## config.mk

```make
export PLATFORM = sky130hd
export DESIGN_NAME = pai_div
export DESIGN_NICKNAME = d
export VERILOG_FILES = /design/src/rtl/pai_pkg.sv /design/src/rtl/pai_div.sv
export SDC_FILE = /design/constraint.sdc
export NUM_CORES = 1
export LEC_CHECK = 0
export BUFFER_PORTS_ARGS = -buffer_cell sky130_fd_sc_hd__buf_2
export CAP_MARGIN = 15
export CORE_MARGIN = 2
export CORE_UTILIZATION = 52
export CTS_CLUSTER_SIZE = 40
export DETAILED_ROUTE_END_ITERATION = 12
export PLACE_DENSITY = 0.75
export SLEW_MARGIN = 20
export SYNTH_ARGS = -nofsm -noshare
export SYNTH_HDL_FRONTEND = slang
export SYNTH_SLANG_ARGS = --single-unit
```

## constraint.sdc

```tcl
create_clock -name clk_i -period 2.3 [get_ports clk_i]
set_input_delay 0 -clock clk_i [delete_from_list [all_inputs] [get_ports clk_i]]
set_output_delay 0 -clock clk_i [all_outputs]
set_load 0.02 [all_outputs]
```

## src/rtl/pai_pkg.sv

```systemverilog
// Package for the pair agreement index block: sizes, request/response
// structs and the control state type. No dependencies.
package pai_pkg;

  // Set capacity and label width
  localparam int MaxItems  = 1024;
  localparam int LabelBits = 16;

  // Derived widths
  localparam int AddrW   = $clog2(MaxItems);
  localparam int CntW    = $clog2(MaxItems + 1);
  localparam int PairW   = 19;
  localparam int FracW   = 16;
  localparam int IndexW  = 17;
  localparam int DivW    = PairW + FracW;
  localparam int DivCntW = $clog2(DivW);

  // Controller states
  typedef enum logic [2:0] {
    ST_IDLE,
    ST_SCAN,
    ST_PAIRS,
    ST_DIV,
    ST_LOAD
  } pai_state_e;

  // Request into the scan unit
  typedef struct packed {
    logic                 start;
    logic [LabelBits-1:0] label_a;
    logic [LabelBits-1:0] label_b;
    logic [CntW-1:0]      count;
  } scan_req_t;

  // Status back from the scan unit
  typedef struct packed {
    logic hit;
    logic done;
  } scan_rsp_t;

endpackage

```

## src/rtl/pai_div.sv

```systemverilog
// Restoring divider, one quotient bit per cycle: (agree << 16) / pairs.
// Uses pai_pkg for widths.
module pai_div (
  input  logic                       clk_i,
  input  logic                       rst_ni,
  input  logic                       start_i,
  input  logic [pai_pkg::PairW-1:0]  agree_i,
  input  logic [pai_pkg::PairW-1:0]  pairs_i,
  output logic                       done_o,
  output logic [pai_pkg::IndexW-1:0] quot_o
);

  logic [pai_pkg::DivW-1:0]    dvd_q;
  logic [pai_pkg::PairW:0]     rem_q;
  logic [pai_pkg::PairW-1:0]   dsr_q;
  logic [pai_pkg::DivCntW-1:0] cnt_q;
  logic                        busy_q, done_q;
  logic [pai_pkg::PairW:0]     rem_sh, rem_sub;
  logic                        ge;

  // One shift/subtract step
  assign rem_sh  = {rem_q[pai_pkg::PairW-1:0], dvd_q[pai_pkg::DivW-1]};
  assign ge      = rem_sh >= {1'b0, dsr_q};
  assign rem_sub = rem_sh - {1'b0, dsr_q};

  // Sequencer
  always_ff @(posedge clk_i or negedge rst_ni) begin
    if (!rst_ni) begin
      busy_q <= 1'b0;
      done_q <= 1'b0;
      cnt_q  <= '0;
    end else begin
      done_q <= 1'b0;
      if (start_i) begin
        busy_q <= 1'b1;
        cnt_q  <= '0;
      end else if (busy_q) begin
        cnt_q <= cnt_q + pai_pkg::DivCntW'(1);
        if (cnt_q == pai_pkg::DivCntW'(pai_pkg::DivW - 1)) begin
          busy_q <= 1'b0;
          done_q <= 1'b1;
        end
      end
    end
  end

  // Datapath: quotient bits shift into the dividend register
  always_ff @(posedge clk_i) begin
    if (start_i) begin
      dvd_q <= {agree_i, {pai_pkg::FracW{1'b0}}};
      rem_q <= '0;
      dsr_q <= pairs_i;
    end else if (busy_q) begin
      rem_q <= ge ? rem_sub : rem_sh;
      dvd_q <= {dvd_q[pai_pkg::DivW-2:0], ge};
    end
  end

  assign done_o = done_q;
  assign quot_o = dvd_q[pai_pkg::IndexW-1:0];

endmodule

```

==> results of run 1 <==
cell usage in the layout, fill, tap and decap left out, types with 3 or more instances in the layout:
cell type / instances
xor2_1: 8
mux2i_1: 18
dfxtp_1: 35
nor2b_1: 4
a22o_1: 17
dfrtp_1: 7
xnor2_1: 4
o21ai_0: 12
a21o_1: 7
inv_1: 21
edfxtp_1: 38
nor2_1: 43
a32oi_1: 3
o21ai_1: 7
and3_1: 5
nand3_1: 5
dlygate4sd3_1: 40
nand4_1: 4
a311oi_2: 7
buf_4: 71
or3_1: 4
nand2_1: 39
clkbuf_8: 10
clkinv_4: 4
a21oi_1: 15
ha_4: 3
buf_2: 58
nor3_1: 4
nor3_2: 3
ha_1: 17
o31a_1: 3
o21a_1: 9
power groups by stage:
stage | sequential (W) | clock (W) | combinational (W)
floorplan | 0.00163 | 0 | 0.000217
global placement | 0.00164 | 0 | 0.000364
detailed placement | 0.00164 | 0 | 0.000371
CTS | 0.00161 | 0.00110 | 0.000446
global route | 0.00162 | 0.00116 | 0.000525
finish | 0.00161 | 0.00108 | 0.000478
kinds of logic (layout without fill, tap and decap cells):
kind of cell / count (synthesis) / in the layout / synth area share (%)
xor gates and xnor gates: 12 / 12 / 2.44
buffers and inverters: 62 / 213 / 7.66
adders and majority gates: 22 / 22 / 6.56
and+or+nand+nor: 127 / 127 / 13.5
muxes: 18 / 18 / 4.18
AOI/OAI and AO/OA: 105 / 105 / 18.3
DFF: 81 / 81 / 47.4
worst paths after layout:
path	slack, ns	to	startpoint
worst max-delay path	-0.22	rem_q[11]$_SDFFE_PP0P_	dsr_q[3]$_DFFE_PP_
worst min-delay path	0.004	cnt_q[3]$_DFFE_PN0P_	rst_ni
worst max register to register	-0.22	rem_q[11]$_SDFFE_PP0P_	dsr_q[3]$_DFFE_PP_
worst min register to register	0.53	dvd_q[1]$_SDFFE_PP0P_	dvd_q[1]$_SDFFE_PP0P_
max in group asynchronous	2.10	busy_q$_DFF_PN0_	rst_ni
min in group clk_i	0.33	dsr_q[14]$_DFFE_PP_	pairs_i[14]
layout make-up:
class	count	area, um2	area share [%]
multi-input combinational	284	2140	36.2
sequential	81	2040	34.6
timing repair buffer	174	1300	22.0
clock buffer	11	163	2.75
tap	105	131	2.22
inverter	23	86.3	1.46
clock inverter	5	46.3	0.783
critical path, cell delays in order (launching register included):
cell	delay, ns
edfxtp_1	0.34
inv_1	0.05
ha_1	0.31
buf_4	0.12
nand3_1	0.09
o21bai_2	0.23
a21oi_1	0.30
nor3_2	0.11
buf_4	0.15
nor2_1	0.12
nor2_1	0.06
or3_4	0.33
a311oi_2	0.22
registers in the layout, indices dropped and copies added (netlist names):
| register | cells |
|---|---|
| done_o | 1 |
| rem_q | 19 |
| cnt_q | 6 |
| dvd_q | 35 |
| dsr_q | 19 |
| busy_q | 1 |
what timing repair did:
action,CTS,global route
pin swaps,13,8
setup buffers,6,5
hold endpoints to repair,53,0
setup endpoints to repair,20,20
hold buffers,40,0
resized for setup,20,31
metrics by stage:
stage	utilization, %	std cells	worst slack (ns)	hold WS (ns)
floorplan	-	427	-0.106	-0.296
global placement	61.4	616	-0.244	-0.154
detailed placement	61.4	616	-0.346	-0.148
CTS	70.4	678	-0.200	0.00127
global route	72.7	683	-0.315	0.0182
finish	72.7	683	-0.223	0.00363
layer usage:
layer  up-vias  track usage [%]
li1       1807                -
met1      1774             30.9
met2       131             41.8
met3        29             5.85
met4         0             9.30
met5         -                0
==> impl_metrics.py, run 1 <==
metrics = {
    "synth": {
        "synthCells": 427,
        "ys_warn_count": 0,
        "yosysTopAreaCell": "edfxtp_1",
        "syn_area_per_cell_um2": 10.1,
        "ys_seq_elements": 81,
        "synth_edf_count": 38,
        "synth.lib_cells_used.distinct": 53,
        "synthFlopType": "edfxtp_1",
        "yosysMostFrequentCell": "nor2_1",
        "synth_area_mm2": 0.00431,
        "ys_seq_area_share_pct": 47.4,
        "yosysTopAreaCellShare_pct": 26.5,
        "postSynthNetCount": 490,
        "async_flop_share_pct": 9.88,
        "synth_area_leaders": "edfxtp_1 26%, dfxtp_1 16%, ha_1 6.1%",
        "synthTopCellsByCount": "43 x nor2_1, 42 x nand2_1, 38 x edfxtp_1",
    },
    "worst_setup_path": {
        "critical_path_class": "flop to flop",
        "critPathArrivalTime_ns": 2.81,
        "worstPathRequired_ns": 2.59,
        "worstSetupStartpointType": "flop",
        "critPathMaxFanout": 3,
        "end_kind": "flop",
        "rr_worst_depth": 12,
    },
    "clock_tree": {
        "cts-buffers-inserted": 9,
        "clock-sinks": 81,
        "cts_buffer_depth": 2,
        "worst_skew_pair.late_latency_ns": 0.37,
        "htree_levels": 3,
        "clk_pin_slew_ns": 0.09,
        "cts_tree": "yes",
        "cts_root_buf": "clkbuf_8",
    },
    "run_status": {
        "violations": "setup timing",
        "status": "complete, but fails checks",
    },
    "drt": {
        "met2_wirelength_um": 5520,
        "vias_per_cell": 5.48,
        "wl_met1_um": 4540,
        "wl_met3_um": 608,
        "wire_per_inst_um": 16.0,
        "firstDrtPassIters": 5,
        "drc_errors": 0,
        "postRouteWirelength_um": 10900,
        "via_count": 3741,
        "drtAntennaViolNets": 0,
        "drt-initial-drc-count": 187,
        "highest_layer": "met4",
    },
    "sta": {
        "setup_viol": 19,
        "fin_ws_ns": -0.223,
        "worstMarginPinSlew_ns": 0.724,
        "finalSetupTns_ns": -2.52,
        "final_max_slew_viol_count": 0,
        "rsz0062_at_grt": "yes",
        "hold_viol": 0,
        "max_freq_mhz": 396,
        "min_period_ns": 2.52,
        "finClkSkew_ns": 0.00851,
        "slew_headroom_pct": 51.7,
        "finalCritPeriodShare_pct": 110,
    },
    "floorplanning": {
        "fp.dieH_um": 95.0,
        "die_x_um": 95.0,
        "fp.coreArea_mm2": 0.00813,
        "num_io_pins": 59,
        "initial_core_util_pct": 53.0,
        "die-area_mm2": 0.00903,
        "num_rows": 33,
    },
    "final_layout": {
        "fillers": 557,
        "nets": 636,
        "antenna_cells": 0,
        "final_area_mm2": 0.00591,
        "area_delta_synth_final_pct": 37.1,
        "layout-drive-gt1-share_pct": 33.2,
    },
    "global_route": {
        "grt_first_pass_wirelength_um": 17200,
        "grt_usage_pct": 24.8,
        "grt_max_degree": 31,
        "gr-total-overflow": 0,
        "grt_pass1_vias": 3742,
        "antenna_found_initial": 0,
    },
    "pwr": {
        "power_frac_seq_pct": 50.9,
        "comb_power_share_pct": 15.1,
        "p_clk_share_pct": 34.0,
        "power_density_mw_per_mm2": 536,
        "switching_share_pct": 26.2,
        "ir_worst_vdd_uv": 359,
        "finalPower_w": 0.00317,
        "p_leak_nw": 2.76,
        "p_int_w": 0.00234,
        "p_sw_w": 0.000828,
    },
    "hold_path": {
        "hold_path_class": "primary input to asynchronous set/reset pin",
    },
    "place": {
        "placed_area_mm2": 0.00499,
        "place_congestion": 0.881,
        "port_buffers": 58,
        "detailed_place_hpwl_um": 6700,
    },
    "run": {
        "cap_violations": 0,
    },
}
(Power assumes the default switching activity.)
==> run 2, diff against run 1 <==
--- a/config.mk
+++ b/config.mk
@@ -10,6 +10,7 @@
 export CORE_MARGIN = 2
-export CORE_UTILIZATION = 52
+export CORE_UTILIZATION = 40
 export CTS_CLUSTER_SIZE = 40
 export DETAILED_ROUTE_END_ITERATION = 12
-export PLACE_DENSITY = 0.75
+export PLACE_DENSITY = 0.6
+export REMOVE_ABC_BUFFERS = 1
 export SLEW_MARGIN = 20
--- a/constraint.sdc
+++ b/constraint.sdc
@@ -3,2 +3,2 @@
 set_output_delay 0 -clock clk_i [all_outputs]
-set_load 0.02 [all_outputs]
+set_load 0.01 [all_outputs]
==> run 2 against run 1 <==
  * Register-to-register slack lost 0.05 ns
  * Clock skew grew 0.0067 ns
  * Flip-flop and latch count is the same
  * Largest cell class unchanged
  * Combinational power grew 1%
  * The run still ends with setup timing left
  * Critical endpoint is now rem_q[4]$_SDFFE_PP0P_
  * Critical path depth shrank 1
==> impl_metrics.py, run 2 (synthesis gave the netlist of run 1 again) <==
metrics = {
    "drt": {
        "postRouteWirelength_um": 10600,
        "drt-initial-drc-count": 141,
        "vias_per_cell": 5.05,
        "via_count": 3689,
        "wire_per_inst_um": 14.6,
        "drtAntennaViolNets": 0,
        "drc_errors": 0,
        "firstDrtPassIters": 4,
    },
    "place": {
        "detailed_place_hpwl_um": 7090,
        "placed_cells": 656,
        "placed_area_mm2": 0.00508,
        "place_congestion": 0.862,
        "port_buffers": 58,
        "place_worst_setup_slack_ns": -0.375,
    },
    "clock_tree": {
        "htree_levels": 3,
        "cts-buffers-inserted": 9,
        "worst_skew_pair.late_latency_ns": 0.37,
        "cts_root_buf": "clkbuf_8",
        "clock-sinks": 81,
        "clk_pin_slew_ns": 0.09,
        "cts_buffer_depth": 2,
        "cts_tree": "yes",
    },
    "floorplanning": {
        "die_x_um": 108,
        "num_rows": 37,
        "num_io_pins": 59,
        "fp.dieH_um": 108,
        "die-area_mm2": 0.0116,
        "initial_core_util_pct": 41.4,
        "fp.coreArea_mm2": 0.0104,
    },
    "pwr": {
        "p_leak_nw": 2.84,
        "power_density_mw_per_mm2": 524,
        "ir_worst_vdd_uv": 418,
    },
    "global_route": {
        "grt_pass1_vias": 3798,
        "grt_usage_pct": 19.4,
        "gr-total-overflow": 0,
        "antenna_found_initial": 0,
        "grt_first_pass_wirelength_um": 17800,
        "grt_max_degree": 23,
    },
    "worst_setup_path": {
        "critical_path_class": "flop to flop",
        "regToRegEndpoint": "rem_q[4]$_SDFFE_PP0P_",
        "worstSetupStartpointType": "flop",
        "rr_worst_depth": 11,
        "end_kind": "flop",
        "critPathLaunch": "dsr_q[12]$_DFFE_PP_",
        "critPathMaxFanout": 5,
        "crit_end": "rem_q[4]$_SDFFE_PP0P_",
        "r2r_slack_ns": -0.27,
        "r2r-start": "dsr_q[12]$_DFFE_PP_",
        "worstPathRequired_ns": 2.58,
        "critPathArrivalTime_ns": 2.85,
    },
    "final_layout": {
        "final_common_cell": "buf_4",
        "reg.largest.list": "dvd_q: 35 flops, dsr_q: 19 flops, rem_q: 19 flops",
        "fillers": 939,
        "multi_input_area_mm2": 0.00215,
        "top_register": "dvd_q",
        "largest_reg_flops": 35,
        "nets": 653,
        "antenna_cells": 0,
        "final_cells": 731,
        "final_area_mm2": 0.00608,
        "layout-drive-gt1-share_pct": 36.3,
        "area_delta_synth_final_pct": 41.0,
        "regArea_mm2": 0.00204,
        "final_cell_mix": "84 x buf_4, 58 x buf_2, 43 x nor2_1",
    },
    "run_status": {
        "violations": "setup timing",
        "status": "complete, but fails checks",
    },
    "sta": {
        "fin_ws_ns": -0.270,
        "rsz0062_at_grt": "yes",
        "hold_viol": 0,
        "finalCritPeriodShare_pct": 112,
        "finClkSkew_ns": 0.0152,
        "final_max_slew_viol_count": 0,
        "min_period_ns": 2.57,
        "setup_viol": 20,
        "finalSetupTns_ns": -3.63,
        "slew_headroom_pct": 68.0,
        "max_freq_mhz": 389,
        "worstMarginPinSlew_ns": 0.480,
    },
    "hold_path": {
        "min_from": "start_i",
        "hold_path_class": "primary input to flop",
    },
    "run": {
        "cap_violations": 0,
    },
}
[run 2: cell types whose count changed in the layout (fill, tap and decap cells not counted), moves of 2 or more]
cell	before	now
clkinvlp_4	0	2
a211oi_1	1	3
clkinv_4	4	1
nand2_2	2	9
buf_4	71	84
a21oi_1	15	13
buf_6	2	9
o21ai_2	1	3
o21ai_0	12	10
nand2_1	39	32
buf_12	2	0
a21oi_2	1	3
a211oi_2	2	0
[run 2: worst max-delay path, cell delays in order (launching register included)]
cell	delay, ns
edfxtp_1	0.39
inv_2	0.08
ha_4	0.22
a21oi_4	0.14
o211ai_1	0.17
o32a_1	0.38
a2111oi_4	0.37
and2_4	0.24
buf_6	0.11
buf_4	0.10
nand2_2	0.05
a311oi_2	0.24
[run 2: layout make-up]
type,instances,share of cell area (%)
multi-input combinational,284,35.4
sequential,81,33.6
timing repair buffer,191,23.4
tap,136,2.80
clock buffer,10,2.10
inverter,23,1.42
clock inverter,6,1.21
[run 2: where the power goes]
group | internal [W] | total, W | switching (W)
logic | 0.000266 | 0.000484 | 0.000219
clock network | 0.000515 | 0.00109 | 0.000572
registers | 0.00158 | 0.00161 | 0.0000273
[run 2: worst min-delay path by stage]
| stage | to | slack [ns] | cells past startpoint |
|---|---|---|---|
| floorplan | busy_q$_DFF_PN0_ | -0.30 | 0 |
| detailed placement | cnt_q[4]$_DFFE_PN0P_ | -0.15 | 1 |
| CTS | dsr_q[16]$_DFFE_PP_ | 0.11 | 1 |
| global route | dsr_q[18]$_DFFE_PP_ | 0.11 | 1 |
| finish | dsr_q[18]$_DFFE_PP_ | 0.12 | 1 |
| global placement | cnt_q[2]$_DFFE_PN0P_ | -0.15 | 1 |
[run 2: per-stage QoR]
step / hold slack [ns] / power (W) / util, %
floorplan: -0.296 / 0.00183 / -
global placement: -0.151 / 0.00201 / 48.8
detailed placement: -0.150 / 0.00202 / 48.8
CTS: 0.112 / 0.00319 / 56.6
global route: 0.112 / 0.00333 / 58.3
finish: 0.122 / 0.00318 / 58.3
[run 2: repair_timing]
action | CTS | global route
gates cloned | 1 | 0
hold buffers | 40 | 0
setup endpoints to repair | 20 | 20
resized for setup | 38 | 29
buffers inserted | 10 | 9
pin swaps | 28 | 18
endpoints found under the hold margin | 46 | 0
[run 2: metal layers]
layer / up-vias / share of wire, % / track usage, %
met5: - / 0 / 0
met3: 11 / 4.6 / 5.27
li1: 1846 / - / -
met2: 82 / 48 / 32.6
met4: 0 / 1.3 / 5.04
met1: 1750 / 46 / 24.6
